[config.mk]
export PLATFORM = sky130hd
export DESIGN_NAME = ftrc_cell
export DESIGN_NICKNAME = d
export VERILOG_FILES = /design/src/sv/five_tuple_rule_classifier_macros.svh /design/src/sv/ftrc_pkg.sv /design/src/sv/ftrc_cell.sv
export SDC_FILE = /design/constraint.sdc
export NUM_CORES = 1
export LEC_CHECK = 0
export ABC_AREA = 1
export BUFFER_PORTS_ARGS = -buffer_cell sky130_fd_sc_hd__buf_4
export CAP_MARGIN = 0
export CORE_ASPECT_RATIO = 0.9
export CORE_MARGIN = 8
export CORE_UTILIZATION = 30
export DETAILED_ROUTE_END_ITERATION = 7
export PLACE_DENSITY = 0.54
export SKIP_LAST_GASP = 1
export SYNTH_ARGS = -nofsm -noshare
export SYNTH_HDL_FRONTEND = slang
export SYNTH_SLANG_ARGS = --single-unit
export TNS_END_PERCENT = 30
[constraint.sdc]
create_clock -name clk_i -period 4 [get_ports clk_i]
set_input_delay 0.8 -clock clk_i [delete_from_list [all_inputs] [get_ports clk_i]]
set_output_delay 0.8 -clock clk_i [all_outputs]
set_load 0.02 [all_outputs]
[src/sv/five_tuple_rule_classifier_macros.svh]
// Assertion macros for the five-tuple rule classifier.
// Used by the top level, which checks properties on clk_i / rst_ni.
`ifndef FIVE_TUPLE_RULE_CLASSIFIER_MACROS_SVH
`define FIVE_TUPLE_RULE_CLASSIFIER_MACROS_SVH

// Same-cycle implication, disabled while in reset.
`define FTRC_ASSERT_NOW(lbl, ante, cons, msg) \
  lbl: assert property (@(posedge clk_i) disable iff (!rst_ni) (ante) |-> (cons)) \
    else $error(msg);

// Next-cycle implication, disabled while in reset.
`define FTRC_ASSERT_NEXT(lbl, ante, cons, msg) \
  lbl: assert property (@(posedge clk_i) disable iff (!rst_ni) (ante) |=> (cons)) \
    else $error(msg);

`endif

[src/sv/ftrc_pkg.sv]
// Shared types and constants for the five-tuple rule classifier.
// No dependencies; used by ftrc_cell and the top level.
package ftrc_pkg;

  typedef enum logic [1:0] {
    FUNC_CLASSIFY = 2'd0,
    FUNC_RULE_WR  = 2'd1,
    FUNC_CLASS_WR = 2'd2
  } func_e;

  typedef enum logic [1:0] {
    ACT_STOP = 2'd0,
    ACT_DROP = 2'd1,
    ACT_MARK = 2'd2
  } action_e;

  typedef enum logic [2:0] {
    CFG_MARK_MASK    = 3'd0,
    CFG_DEFAULT_MARK = 3'd1,
    CFG_MARK_EN      = 3'd2,
    CFG_FILTER_EN    = 3'd3,
    CFG_DEFAULT_DROP = 3'd4
  } cfg_reg_e;

  localparam logic [7:0] PROTO_NUM_TCP = 8'd6;
  localparam logic [7:0] PROTO_NUM_UDP = 8'd17;

  typedef struct packed {
    logic [1:0]  func;
    logic        is_ipv4;
    logic [31:0] src_ip;
    logic [31:0] dst_ip;
    logic [7:0]  protocol;
    logic [15:0] sport;
    logic [15:0] dport;
    logic [31:0] mark_in;
    logic [3:0]  entry_index;
    logic [1:0]  entry_action;
    logic [3:0]  entry_class;
    logic        entry_valid;
  } item_t;

  // One item moving down the rule chain plus its search state.
  typedef struct packed {
    logic       valid;
    item_t      item;
    logic       done;
    logic       hit;
    logic [3:0] hit_index;
    logic [1:0] action;
    logic [3:0] hit_class;
  } token_t;

  typedef struct packed {
    logic        verdict;
    logic [31:0] mark_out;
    logic        rule_hit;
    logic [3:0]  hit_index;
  } result_t;

endpackage

[src/sv/ftrc_cell.sv]
// One rule slot of the classifier chain: holds a rule, matches passing items.
// Depends on ftrc_pkg.
module ftrc_cell #(
  parameter int unsigned CellIdx = 0
) (
  input  logic            clk_i,
  input  logic            rst_ni,
  input  logic            adv_i,
  input  logic            filter_en_i,
  input  ftrc_pkg::token_t tok_i,
  output ftrc_pkg::token_t tok_o
);

  logic        rule_valid_q, rule_valid_d;
  logic [31:0] r_sip_q, r_dip_q;
  logic [7:0]  r_proto_q;
  logic [15:0] r_sport_q, r_dport_q;
  logic [1:0]  r_action_q;
  logic [3:0]  r_class_q;
  logic        rule_wr;
  logic        ip_ok, l4, port_ok, match;
  ftrc_pkg::token_t tok_q, tok_d;

  assign rule_wr = tok_i.valid &&
                   (tok_i.item.func == ftrc_pkg::FUNC_RULE_WR) &&
                   (32'(tok_i.item.entry_index) == CellIdx);

  always_comb begin
    ip_ok = ((r_sip_q == 32'd0) || (r_sip_q == tok_i.item.src_ip)) &&
            ((r_dip_q == 32'd0) || (r_dip_q == tok_i.item.dst_ip)) &&
            ((r_proto_q == 8'd0) || (r_proto_q == tok_i.item.protocol));
    l4 = (tok_i.item.protocol == ftrc_pkg::PROTO_NUM_TCP) ||
         (tok_i.item.protocol == ftrc_pkg::PROTO_NUM_UDP);
    // Without a layer-4 header only port wildcards can match.
    if (l4) begin
      port_ok = ((r_sport_q == 16'd0) || (r_sport_q == tok_i.item.sport)) &&
                ((r_dport_q == 16'd0) || (r_dport_q == tok_i.item.dport));
    end else begin
      port_ok = (r_sport_q == 16'd0) && (r_dport_q == 16'd0);
    end
    match = tok_i.valid && (tok_i.item.func == ftrc_pkg::FUNC_CLASSIFY) &&
            tok_i.item.is_ipv4 && filter_en_i && !tok_i.done &&
            rule_valid_q && ip_ok && port_ok;

    tok_d = tok_i;
    if (match) begin
      tok_d.done      = 1'b1;
      tok_d.hit       = 1'b1;
      tok_d.hit_index = 4'(CellIdx);
      tok_d.action    = r_action_q;
      tok_d.hit_class = r_class_q;
    end

    rule_valid_d = rule_wr ? tok_i.item.entry_valid : rule_valid_q;
  end

  always_ff @(posedge clk_i or negedge rst_ni) begin
    if (!rst_ni) begin
      rule_valid_q <= 1'b0;
      tok_q        <= '0;
    end else if (adv_i) begin
      rule_valid_q <= rule_valid_d;
      tok_q        <= tok_d;
    end
  end

  always_ff @(posedge clk_i) begin
    if (adv_i) begin
      if (rule_wr) begin
        r_sip_q    <= tok_i.item.src_ip;
        r_dip_q    <= tok_i.item.dst_ip;
        r_proto_q  <= tok_i.item.protocol;
        r_sport_q  <= tok_i.item.sport;
        r_dport_q  <= tok_i.item.dport;
        r_action_q <= tok_i.item.entry_action;
        r_class_q  <= tok_i.item.entry_class;
      end
    end
  end

  assign tok_o = tok_q;

endmodule

==> metrics.txt <==
Buffers & Inverters on Critical Path 2; switching share of power 0.259; Crit path largest cell delay 0.57 ns; postcts setup bufs 0; # IOs 330; die width 223 um; post-layout worst setup margin 1.98 ns; Worst-path clk slew 0.06 ns; CP max-delay cell nor4_4; filler instances 3834; Comb power frac 0.136; adder-cell share of the synthesized area 0; synthesized area 11600 um^2; cell family with most CP delay simple AND/OR/NAND/NOR gates; Synth Area in XOR/XNOR 0.0392; CTS Buffer Depth 3; Detailed Route WL 34300 um; CP arrival 2.23 ns; Clock power frac 0.407; vias in the first global route 9304; Worst Hold Class in2async; Die H 203 um; clock root buffer master clkbuf_16; fin crit period 2.02 ns; switching power total 0.00180 W; routed vias/inst 4.30; Final Wtd Congestion 0.756; hold_ws 0.255 ns; largest family of logic cells by synthesized area simple AND/OR/NAND/NOR gates; Post-CTS Resized 0; critical-path cell list buf_4, nand2_4, nor4_4, buf_12; crit path kind in2reg; clock latency on the worst-skew pair 0.56 ns; worst-margin pin slew 0.774 ns; global-route wire length before repair 53700 um; CTS Buf Count 30; Seq pwr share 0.457; CP Capture Type flop; share of layout cells above drive strength 1 0.247; drt pass-1 iters 4; slew margin rel. 0.484; Site Rows 68; fin crit share 0.505; largest net degree at the start of global routing 100; dpl ws 1.36 ns; final setup violation count 0; Detail Route Antenna Nets 0; die area 45300 um^2; cells after synthesis 1274; Clock Sinks 274; Final Slew Violations 0; Leakage 7.84 nW; MaxCap Viol Count 0; Fin. Hold Viols 0; FF+latch count, synth 274; grt ovf 0; post-synth net total 1441; pwr dens 441 nW/um^2; Synth Area in Compound Gates 0.0267; WP data required 4.21 ns; Max Clock Skew 0.00733 ns; TritonCTS clock tree done; Startpoint Class input pin; Core Area 38300 um^2; FMAX 495 MHz; 1st-iter DRT viols 528; CTS Hold Buffers Added 0; final-stage net count 1775; drc violations 0; Pint 0.00514 W; GRT Total Usage 0.148; initial antenna violation count 2; maximum VDD drop 0.261 mV; via count of the routed design 9125; synth warn 0; run status finished, final reports clean; routed len/inst 16.2 um; Crit Path Max Fanout 65; Simple-Gate Fraction of Synth Area 0.245; syn_area_per_cell 9.12 um^2; CTS H-tree depth 1; Buffers on Ports 329; synth unique cells 23; mux share of post-synthesis cell area 0; area delta synth->final 35.4%; post-DP HPWL 25600 um; sequential area share after synthesis 0.637; Initial Util 0.304; RSZ-0062 raised after global routing no
[cell families after synthesis]
| kind of cell | count (synthesis) |
|---|---|
| AOI/OAI and AO/OA | 59 |
| xor gates and xnor gates | 52 |
| buffers and inverters | 156 |
| DFF | 274 |
| and+or+nand+nor | 733 |
[power by group through the flow]
stage	clock [W]	combinational, W	sequential [W]
3_3_place_gp	0	0.000961	0.00322
6_report	0.00282	0.000943	0.00317
5_1_grt	0.00303	0.00104	0.00319
3_5_place_dp	0	0.000968	0.00322
4_1_cts	0.00293	0.000968	0.00317
2_1_floorplan	0	0.000234	0.00340
[Yosys cell counts]
cell / instances / area (um^2)
nor2_4: 1 / 11.3
nand3_2: 1 / 10.0
buf_6: 1 / 11.3
nor3_1: 6 / 30.0
edfxtp_1: 110 / 3300
nand2_4: 1 / 11.3
nor4_1: 7 / 43.8
a21oi_1: 2 / 10.0
o21ai_0: 55 / 275
nand2_1: 595 / 2230
inv_2: 6 / 22.5
nor2_1: 90 / 338
xnor2_1: 26 / 228
dfrtp_1: 164 / 4100
o21ai_2: 1 / 8.76
clkbuf_1: 27 / 101
buf_1: 6 / 22.5
a21oi_4: 1 / 16.3
inv_1: 114 / 428
nand3_1: 24 / 120
nand4_1: 8 / 50.1
buf_4: 2 / 15.0
xor2_1: 26 / 228
[worst paths after layout]
path | start | endpoint | slack [ns] | cells past startpoint
worst max-delay path | adv_i | r_dip_q[15] | 1.98 | 4
worst min-delay path | rst_ni | tok_o[103] | 0.26 | 1
max in group asynchronous | rst_ni | tok_o[0] | 2.82 | 2
worst max register to register | r_sip_q[8] | tok_o[0] | 2.10 | 9
worst min register to register | tok_o[137] | tok_o[137] | 0.47 | 2
min in group clk_i | tok_i[18] | r_action_q[1] | 0.43 | 1
[per-stage QoR]
stage,util,TNS (ns),total power [W],instances,cell area (um^2)
finish,0.411,0,0.00694,2123,15700
global route,0.411,0,0.00725,2123,15700
CTS,0.411,0,0.00707,2122,15700
detailed placement,0.384,0,0.00419,2066,14700
global placement,0.384,0,0.00418,2066,14700
floorplan,-,-114.89,0.00363,1274,11700
[cell usage in the layout (no fill, tap or decap), types with 2 or more instances in the layout]
cell,instances
o21ai_0,55
nand3_1,24
clkbuf_16,33
clkinv_2,8
xor2_1,26
inv_1,114
xnor2_1,26
nor2_1,90
dfrtp_1,164
clkinv_1,2
nor3_1,6
buf_12,4
nand4_1,8
inv_2,5
clkbuf_1,2
nand2_4,2
nor4_1,6
buf_4,333
a21oi_1,2
clkbuf_8,11
nand2_1,594
edfxtp_1,110
[layer usage]
layer	GRT usage	routed length, um	share of wire	vias to the layer above
met5	0	10	0.00029	-
met4	0.0291	665	0.019	2
met3	0.0470	2300	0.067	43
met2	0.241	16100	0.47	215
met1	0.192	15300	0.44	4239
li1	-	-	-	4626
[sequential cells by signal, indices dropped and copies added, names as in the netlist]
register	count
r_proto_q	8
tok_o	163
r_sport_q	16
r_dport_q	16
rule_valid_q	1
r_action_q	2
r_class_q	4
r_sip_q	32
r_dip_q	32
[final cells by class]
type	instances	area, um^2	share of cell area
inverters	120	455	0.0289
clock inverters	11	53.8	0.00342
multi-input cells	844	3640	0.231
repair buffers	338	2590	0.165
diodes	1	2.50	0.000159
clock buffers	45	971	0.0617
well taps	490	613	0.0390
flip-flops and latches	274	7410	0.471
No activity file was read; power rests on OpenSTA's default activity.
