**src/sv/five_tuple_rule_classifier_macros.svh**
```systemverilog
// Assertion macros for the five-tuple rule classifier.
// Used by the top level, which checks properties on clk_i / rst_ni.
`ifndef FIVE_TUPLE_RULE_CLASSIFIER_MACROS_SVH
`define FIVE_TUPLE_RULE_CLASSIFIER_MACROS_SVH

// Same-cycle implication, disabled while in reset.
`define FTRC_ASSERT_NOW(lbl, ante, cons, msg) \
  lbl: assert property (@(posedge clk_i) disable iff (!rst_ni) (ante) |-> (cons)) \
    else $error(msg);

// Next-cycle implication, disabled while in reset.
`define FTRC_ASSERT_NEXT(lbl, ante, cons, msg) \
  lbl: assert property (@(posedge clk_i) disable iff (!rst_ni) (ante) |=> (cons)) \
    else $error(msg);

`endif

```
**src/sv/ftrc_ram.sv**
```systemverilog
// Generic single-write, single-read RAM with registered read data.
// No dependencies.
module ftrc_ram #(
  parameter int unsigned Width = 32,
  parameter int unsigned Depth = 16,
  parameter int unsigned AddrW = 4
) (
  input  logic             clk_i,
  input  logic             we_i,
  input  logic [AddrW-1:0] waddr_i,
  input  logic [Width-1:0] wdata_i,
  input  logic             re_i,
  input  logic [AddrW-1:0] raddr_i,
  output logic [Width-1:0] rdata_o
);

  logic [Width-1:0] mem_q [Depth];
  logic [Width-1:0] rdata_q;

  always_ff @(posedge clk_i) begin
    if (we_i) begin
      mem_q[waddr_i] <= wdata_i;
    end
    if (re_i) begin
      rdata_q <= mem_q[raddr_i];
    end
  end

  assign rdata_o = rdata_q;

endmodule

```
**config.mk**
```make
export PLATFORM = sky130hd
export DESIGN_NAME = ftrc_ram
export DESIGN_NICKNAME = d
export VERILOG_FILES = /design/src/sv/five_tuple_rule_classifier_macros.svh /design/src/sv/ftrc_ram.sv
export SDC_FILE = /design/constraint.sdc
export NUM_CORES = 1
export LEC_CHECK = 0
export ABC_AREA = 0
export ABC_CLOCK_PERIOD_IN_PS = 4600
export BUFFER_PORTS_ARGS = -buffer_cell sky130_fd_sc_hd__buf_2
export CORE_MARGIN = 1
export CORE_UTILIZATION = 35
export CTS_CLUSTER_DIAMETER = 80
export CTS_CLUSTER_SIZE = 30
export DETAILED_ROUTE_END_ITERATION = 12
export PLACE_DENSITY_LB_ADDON = 0.12
export SLEW_MARGIN = 15
export SYNTH_ARGS = -nofsm -noshare
export SYNTH_HDL_FRONTEND = slang
export SYNTH_SLANG_ARGS = --single-unit
```
**constraint.sdc**
```tcl
create_clock -name clk_i -period 4.6 [get_ports clk_i]
set_clock_uncertainty 0.15 [all_clocks]
set_input_delay 0.23 -clock clk_i [delete_from_list [all_inputs] [get_ports clk_i]]
set_output_delay 0.23 -clock clk_i [all_outputs]
set_load 0.03 [all_outputs]
```
==> results of run 1 <==
-- worst max-delay path, stage by stage --
cell	delay, ps
buf_2	110
nand3b_1	420
nor2_4	890
buf_4	440
-- through the flow --
| stage | hold WS [ps] | cells | power (mW) |
|---|---|---|---|
| after floorplan | 179 | 838 | 6.03 |
| after global placement | 467 | 1661 | 6.27 |
| after detailed placement | 471 | 1661 | 6.27 |
| after CTS | 92.9 | 1749 | 9.45 |
| after global routing | 119 | 1749 | 9.64 |
| final | 120 | 1749 | 9.34 |
-- sequential cells by signal, summed over array words and instances, names as in the netlist --
signal,cells
rdata_o,32
mem_q,512
-- where the power goes --
| part | switching [mW] | internal (mW) | total [mW] |
|---|---|---|---|
| Combinational | 0.344 | 0.213 | 0.557 |
| Sequential | 0.0312 | 5.58 | 5.61 |
| Clock | 1.74 | 1.44 | 3.18 |
| Total | 2.12 | 7.23 | 9.34 |
-- final cells by class --
cell class,instances,area share
Clock buffer,32,0.0337
Sequential cell,544,0.707
Clock inverter,24,0.0128
Tap cell,756,0.0409
Timing Repair Buffer,142,0.0433
Multi-Input combinational cell,251,0.162
-- cell families after synthesis --
group           share of synthesized area
flops                               0.810
mux                                 0.143
buf+inv                            0.0110
compound gates                     0.0238
simple gates                       0.0125
-- worst max path at each step --
stage,start,endpoint,cells past startpoint
floorplan,waddr_i[2],mem_q[0][0],2
global placement,waddr_i[3],mem_q[7][31],4
detailed placement,waddr_i[3],mem_q[7][31],4
CTS,waddr_i[3],mem_q[7][25],4
global route,raddr_i[0],rdata_o[19],5
finish,waddr_i[3],mem_q[7][25],4
-- timing repair --
action / CTS / global route
buffers inserted: 0 / 0
hold buffers: 32 / 0
endpoints found under the hold margin: 512 / 0
-- routing by layer --
layer,global-route usage,part of all wire,vias up
met5,0,0.00042,-
met4,0.0290,0.012,4
met3,0.0297,0.053,41
met2,0.266,0.48,199
met1,0.231,0.45,4978
li1,-,-,3849
-- synth_stat cells --
cell	instances
nand3b_1	2
nor2b_1	2
mux4_2	128
buf_2	4
and2_1	1
nand2_1	33
buf_6	2
or3b_2	1
nand3_1	1
nand2b_1	2
buf_1	9
a22oi_1	64
nor3_1	4
edfxtp_1	544
buf_4	11
clkbuf_1	17
nor2_1	13
==> flow_metrics.py, run 1 <==
metrics = {
    "finish": {
        "fillCellCount": 4945,
        "design_area_mm2": 0.0231,
        "area_delta_synth_final_pct": 14.5,
        "diodes": 0,
        "multi_input_area_mm2": 0.00375,
        "drive_gt1_frac": 0.314,
        "final_cell_mix": "edfxtp_1 (544), mux4_2 (128), buf_2 (72)",
        "finalNetCount": 1012,
        "seqCellArea_mm2": 0.0163,
        "layout_commonest_cell": "edfxtp_1",
        "utilization": 0.407,
    },
    "outcome": {
        "status": "finished clean",
    },
    "yosys": {
        "syn_area_per_cell_um2": 24.1,
        "synthesis.area_mm2": 0.0202,
        "synth_area_leader_cell": "edfxtp_1",
        "synth.yosys.seq_area_share": 0.810,
        "synth.top_cell.area_share": 0.810,
        "syn-num-nets": 881,
        "synth_cells": 838,
        "ys_warn_count": 0,
        "yosys-top-cells-area": "edfxtp_1 (81%), mux4_2 (14%), a22oi_1 (2.4%), nand2_1 (0.61%), buf_4 (0.41%)",
        "synthDistinctLibCells": 17,
        "ys_seq_elements": 544,
    },
    "clock_tree": {
        "cts_root_buf": "clkbuf_16",
        "numCtsBuffers": 30,
        "cts_tree": "done",
        "h-tree-depth": 1,
        "cts_resized": 0,
        "clock_latency_ps": 610,
        "ctsLongestPathBuffers": 3,
        "path_clk_slew_ps": 110,
        "cts_sinks": 544,
    },
    "setup_path": {
        "worstPathArrival_ps": 2100,
        "critPathLaunchType": "input port",
        "r2r-end": "rdata_o[4]",
        "critPathMaxFanout": 20,
        "crit_required_ps": 4730,
        "worst_setup_path_end_kind": "flop",
        "reg2reg_slack_ps": 2940,
        "worstSetupPathType": "input port to flop",
        "r2r_cells": 3,
        "r2r-start": "mem_q[2][4]",
    },
    "sta": {
        "hold_viol": 0,
        "finalCritPeriodShare": 0.427,
        "final.min_clock_period_ps": 1960,
        "tightest_slew_ps": 1090,
        "setup_violations": 0,
        "rsz0062_at_grt": "false",
        "maxSlewViolCount": 0,
        "relSlewSlack": 0.271,
        "setup_tns_ps": 0,
        "max_freq_ghz": 0.509,
        "layout_setup_ws_ps": 2640,
    },
    "global_route": {
        "track_usage": 0.163,
        "grt_pass1_wl_um": 69100,
        "antenna_found_initial": 2,
        "grt_start_max_net_pins": 58,
        "overflow": 0,
        "grt_pass1_vias": 9717,
    },
    "placed_design": {
        "gp_congestion": 0.667,
        "dp_hpwl_um": 26100,
        "placed_area_mm2": 0.0217,
        "port_buffers": 74,
        "dp_slack_ps": 1940,
    },
    "floorplanning": {
        "core_area_mm2": 0.0567,
        "start_util": 0.356,
        "die_x_um": 242,
        "die_area_mm2": 0.0586,
        "rows": 87,
        "ios": 75,
        "die_h_um": 242,
    },
    "routing": {
        "wl_um": 47500,
        "dr.pass1.iters": 5,
        "drt_iter0_drc": 732,
        "wl_per_cell_um": 27.1,
        "viasPerCell": 5.19,
        "ant_nets": 0,
        "drc": 0,
        "via_count": 9071,
    },
    "min_path": {
        "hp-start": "waddr_i[0]",
        "min_path_type": "input port to flop",
        "min_path_cells": 3,
        "whs_endpoint": "mem_q[4][13]",
    },
    "power_and_ir_drop": {
        "p_per_area_mw_per_mm2": 404,
        "ir_worst_vdd_mv": 0.293,
        "p_leak_nw": 7.23,
    },
    "run": {
        "max_cap_viol_count": 0,
    },
}
(Power assumes the default switching activity.)
==> run 2: changes to the inputs <==
--- a/config.mk
+++ b/config.mk
@@ -6,7 +6,7 @@
 export NUM_CORES = 1
 export LEC_CHECK = 0
 export ABC_AREA = 0
-export ABC_CLOCK_PERIOD_IN_PS = 4600
+export ABC_CLOCK_PERIOD_IN_PS = 1800
 export BUFFER_PORTS_ARGS = -buffer_cell sky130_fd_sc_hd__buf_2
 export CORE_MARGIN = 1
 export CORE_UTILIZATION = 35
==> constraint.sdc (replaced) <==
create_clock -name clk_i -period 1.8 [get_ports clk_i]
set_clock_uncertainty 0.15 [all_clocks]
set_input_delay 0.09 -clock clk_i [delete_from_list [all_inputs] [get_ports clk_i]]
set_output_delay 0.09 -clock clk_i [all_outputs]
set_load 0.03 [all_outputs]
==> run 2 against run 1 <==
Net effect: core utilization is 1.5 points higher; combinational power rose to 2.9 times the previous value; count of clock-buffer cells in the layout down 2; non-clock buffer count rose by 56.
==> flow_metrics.py, run 2 (synthesized netlist as in run 1, its figures left out) <==
metrics = {
    "global_route": {
        "track_usage": 0.163,
        "overflow": 0,
        "grt_pass1_wl_um": 68900,
        "grt_start_max_net_pins": 33,
        "grt_pass1_vias": 9768,
        "antenna_found_initial": 2,
    },
    "sta": {
        "maxSlewViolCount": 0,
        "setup_tns_ps": 0,
        "max_freq_ghz": 0.598,
        "rsz0062_at_grt": "false",
        "setup_violations": 0,
        "finalCritPeriodShare": 0.928,
        "hold_viol": 0,
        "relSlewSlack": 0.404,
        "final.min_clock_period_ps": 1670,
        "holdWs_ps": 24.1,
        "tightest_slew_ps": 893,
    },
    "setup_path": {
        "critPathLaunchType": "flop",
        "critPathMaxFanout": 1,
        "crit_required_ps": 2000,
        "worst_setup_path_end_kind": "flop",
        "worstPathArrival_ps": 1870,
        "worstSetupPathType": "flop to flop",
        "r2r_cells": 3,
    },
    "outcome": {
        "status": "finished clean",
    },
    "placed_design": {
        "gp_congestion": 0.696,
        "port_buffers": 74,
        "placed_area_mm2": 0.0227,
        "dp_hpwl_um": 27500,
        "numPlacedInstances": 1715,
    },
    "finish": {
        "instances_no_fill": 1799,
        "drive_gt1_frac": 0.345,
        "regMostFlops": "mem_q",
        "diodes": 0,
        "largest_register_ffs": 512,
        "finalNetCount": 1065,
        "layout_commonest_cell": "edfxtp_1",
        "multi_input_area_mm2": 0.00378,
        "final_cell_mix": "edfxtp_1 (544), mux4_2 (128), buf_2 (72)",
        "design_area_mm2": 0.0240,
        "seqCellArea_mm2": 0.0163,
        "fillCellCount": 4911,
        "area_delta_synth_final_pct": 18.8,
    },
    "clock_tree": {
        "clock_latency_ps": 610,
        "numCtsBuffers": 27,
        "cts_tree": "done",
        "cts_root_buf": "clkbuf_16",
        "cts_sinks": 544,
        "path_clk_slew_ps": 110,
        "h-tree-depth": 1,
        "ctsLongestPathBuffers": 3,
        "cts_setup_buffers": 0,
        "cts_resized": 0,
        "cts_hold_buf": 34,
    },
    "power_and_ir_drop": {
        "p_total_mw": 23.4,
        "p_leak_nw": 7.60,
        "p_per_area_mw_per_mm2": 977,
        "ir_worst_vdd_mv": 0.740,
    },
    "floorplanning": {
        "start_util": 0.356,
        "die_h_um": 242,
        "ios": 75,
        "core_area_mm2": 0.0567,
        "rows": 87,
        "die_area_mm2": 0.0586,
        "die_x_um": 242,
    },
    "routing": {
        "viasPerCell": 5.14,
        "drt_iter0_drc": 689,
        "dr.pass1.iters": 6,
        "via_count": 9244,
        "drc": 0,
        "ant_nets": 0,
        "wl_per_cell_um": 26.2,
        "wl_um": 47200,
    },
    "run": {
        "max_cap_viol_count": 0,
    },
    "min_path": {
        "min_path_cells": 4,
        "min_path_type": "input port to flop",
    },
}
## run 2: cell types whose count changed in the layout (fill, tap and decap cells not counted), moves of 2 or more
cell / previous run / this run
buf_4: 34 / 47
buf_12: 2 / 43
inv_6: 9 / 3
clkinv_1: 2 / 0
clkbuf_1: 1 / 3
nor3_4: 0 / 4
inv_8: 3 / 0
dlygate4sd3_1: 32 / 34
clkinv_8: 4 / 8
nor3_2: 4 / 0
clkbuf_16: 31 / 27
## run 2: layer usage
layer,GRT usage,part of all wire,vias up
met3,0.0226,0.038,49
li1,-,-,3961
met1,0.238,0.46,5047
met4,0.0283,0.017,4
met2,0.263,0.48,183
met5,0,0.00055,-
## run 2: cell type report
| type | count | area share |
|---|---|---|
| repair buffers | 198 | 0.0810 |
| multi-input cells | 251 | 0.158 |
| well taps | 756 | 0.0395 |
| flip-flops and latches | 544 | 0.682 |
| clock buffers | 30 | 0.0287 |
| clock inverters | 20 | 0.0114 |
## run 2: metrics by stage
stage / worst slack [ps] / util
CTS: 118 / 0.422
global route: 60.2 / 0.422
floorplan: -468 / -
finish: 129 / 0.422
detailed placement: -168 / 0.400
global placement: -145 / 0.400
## run 2: power breakdown
group	leakage, nW	internal (mW)	total [mW]	switching, mW
logic	2.19	0.688	1.60	0.912
registers	4.94	14.2	14.3	0.0783
clock network	0.460	3.16	7.49	4.33
total	7.60	18.1	23.4	5.32
## run 2: critical path: stages, from the launching register on
cell and delay [ps]:
edfxtp_1 390, mux4_2 470, a22oi_1 320, nand2_1 90
## run 2: worst paths after layout
check | start | slack (ps) | endpoint
max | mem_q[3][13] | 130 | rdata_o[13]
min | raddr_i[3] | 20 | rdata_o[2]
max reg2reg | mem_q[3][13] | 130 | rdata_o[13]
min reg2reg | mem_q[12][13] | 600 | rdata_o[13]
==> run 3: changes to the inputs <==
--- a/config.mk
+++ b/config.mk
@@ -6,10 +6,10 @@
 export NUM_CORES = 1
 export LEC_CHECK = 0
 export ABC_AREA = 0
-export ABC_CLOCK_PERIOD_IN_PS = 1800
+export ABC_CLOCK_PERIOD_IN_PS = 1720
 export BUFFER_PORTS_ARGS = -buffer_cell sky130_fd_sc_hd__buf_2
 export CORE_MARGIN = 1
-export CORE_UTILIZATION = 35
+export CORE_UTILIZATION = 30
 export CTS_CLUSTER_DIAMETER = 80
 export CTS_CLUSTER_SIZE = 30
 export DETAILED_ROUTE_END_ITERATION = 12
==> constraint.sdc (replaced) <==
create_clock -name clk_i -period 1.72 [get_ports clk_i]
set_clock_uncertainty 0.15 [all_clocks]
set_input_delay 0.086 -clock clk_i [delete_from_list [all_inputs] [get_ports clk_i]]
set_output_delay 0.086 -clock clk_i [all_outputs]
set_load 0.03 [all_outputs]
==> run 3 against run 2 <==
Net effect: the flow now finishes with violations (DRC); routed wire length is 6.4% higher; power rose by 6.0%; final cell count increased by 5.7%; core utilization is 5.7 points lower; sequential power rose by 5%; critical path depth rose by 3; hold slack better by 4.9 ps; combinational power grew 6%; sequential share of layout area fell by 0.57 points; largest power group unchanged.
==> flow_metrics.py, run 3 (synthesized netlist as in run 1, its figures left out) <==
metrics = {
    "outcome": {
        "status": "finished, violations left",
        "violations": "DRC",
    },
    "sta": {
        "holdWs_ps": 29.0,
        "rsz0062_at_grt": "false",
        "final.min_clock_period_ps": 1640,
        "finalCritPeriodShare": 0.955,
        "max_freq_ghz": 0.609,
        "setup_violations": 0,
        "maxSlewViolCount": 0,
        "hold_viol": 0,
        "setup_tns_ps": 0,
        "relSlewSlack": 0.390,
        "tightest_slew_ps": 913,
    },
    "power_and_ir_drop": {
        "p_per_area_mw_per_mm2": 1030,
        "ir_worst_vdd_mv": 0.548,
        "p_leak_nw": 7.60,
    },
    "finish": {
        "layout_commonest_cell": "edfxtp_1",
        "regMostFlops": "mem_q",
        "finalNetCount": 1058,
        "area_delta_synth_final_pct": 19.8,
        "multi_input_area_mm2": 0.00378,
        "final_cell_mix": "edfxtp_1 (544), mux4_2 (128), buf_2 (72)",
        "drive_gt1_frac": 0.339,
        "fillCellCount": 6043,
        "largest_register_ffs": 512,
        "seqCellArea_mm2": 0.0163,
        "diodes": 0,
    },
    "routing": {
        "wl_um": 50200,
        "drt_iter0_drc": 755,
        "viasPerCell": 4.89,
        "ant_nets": 0,
        "dr.pass1.iters": 11,
        "drc": 2,
        "via_count": 9298,
        "wl_per_cell_um": 26.4,
    },
    "clock_tree": {
        "cts_tree": "done",
        "ctsLongestPathBuffers": 3,
        "path_clk_slew_ps": 110,
        "clock_latency_ps": 610,
        "cts_sinks": 544,
        "h-tree-depth": 1,
        "cts_root_buf": "clkbuf_16",
        "cts_resized": 0,
        "numCtsBuffers": 28,
    },
    "floorplanning": {
        "die_area_mm2": 0.0683,
        "core_area_mm2": 0.0661,
        "rows": 94,
        "ios": 75,
        "die_x_um": 261,
        "die_h_um": 261,
        "start_util": 0.305,
    },
    "setup_path": {
        "critical_path.max_stage_delay_ps": 540,
        "worst_setup_path_end_kind": "flop",
        "path_cells": "dlygate4sd3_1 > buf_6 > buf_12 > mux4_2 > a22oi_1 > nand2_1",
        "crit_required_ps": 1920,
        "critPathLaunchType": "input port",
        "worstSetupPathType": "input port to flop",
        "slowest_stage": "dlygate4sd3_1",
        "critPathMaxFanout": 24,
        "worstPathArrival_ps": 1840,
    },
    "run": {
        "max_cap_viol_count": 0,
    },
    "global_route": {
        "grt_start_max_net_pins": 33,
        "overflow": 0,
        "track_usage": 0.150,
        "grt_pass1_wl_um": 72500,
        "antenna_found_initial": 1,
        "grt_pass1_vias": 9859,
    },
    "placed_design": {
        "dp_hpwl_um": 28100,
        "port_buffers": 74,
        "gp_congestion": 0.669,
    },
    "min_path": {
        "min_path_type": "input port to flop",
    },
}
[run 3: cell types whose count changed in the layout (fill, tap and decap cells not counted), sizes merged]
cell / delta
inv: +2
dlygate4sd3: +3
buf: -11
[run 3: through the flow]
step                      utilization  std cells  total power, mW  instance area (um2)  setup slack (ps)
final                           0.366       1901             24.8                24200              76.7
after global routing            0.366       1901             25.7                24200              11.6
after CTS                       0.366       1901             25.2                24200              92.8
after detailed placement        0.345       1812             17.0                22800             -93.3
after global placement          0.345       1812             17.0                22800              -113
after floorplan                     -        838             16.1                20300              -403
[run 3: power breakdown]
part / internal, mW / switching (mW)
sequential: 14.9 / 0.0861
combinational: 0.717 / 0.974
clock: 3.51 / 4.63
[run 3: worst max-delay path: cells and delay by family]
family	cells	cell delay [ps]
and+or+nand+nor	1	90
AOI/OAI and AO/OA	1	220
buffers and inverters	3	1090
muxes	1	320
[run 3: final timing paths]
kind,to,from,cells past startpoint,slack [ps]
setup / recovery,rdata_o[23],raddr_i[1],6,80
hold / removal,mem_q[12][23],we_i,4,30
setup reg to reg,rdata_o[25],mem_q[3][25],3,130
hold reg to reg,rdata_o[0],mem_q[15][0],3,600
[run 3: timing repair]
item,CTS,global route
hold endpoints to repair,584,0
endpoints found under the setup margin,0,0
hold buffers,37,0
buffers inserted,0,0
[run 3: layout make-up]
class,instances,share of cell area
multi-input cells,251,0.156
clock buffers,30,0.0302
flip-flops and latches,544,0.676
repair buffers,190,0.0807
well taps,864,0.0447
clock inverters,22,0.0120
[run 3: per-layer routing]
layer  track usage  vias to the layer above  routed length, um
met3        0.0155                       46               1880
li1              -                     3939                  -
met2         0.236                      175              23300
met5             0                        -                 12
met4        0.0249                        2                617
met1         0.228                     5136              24400
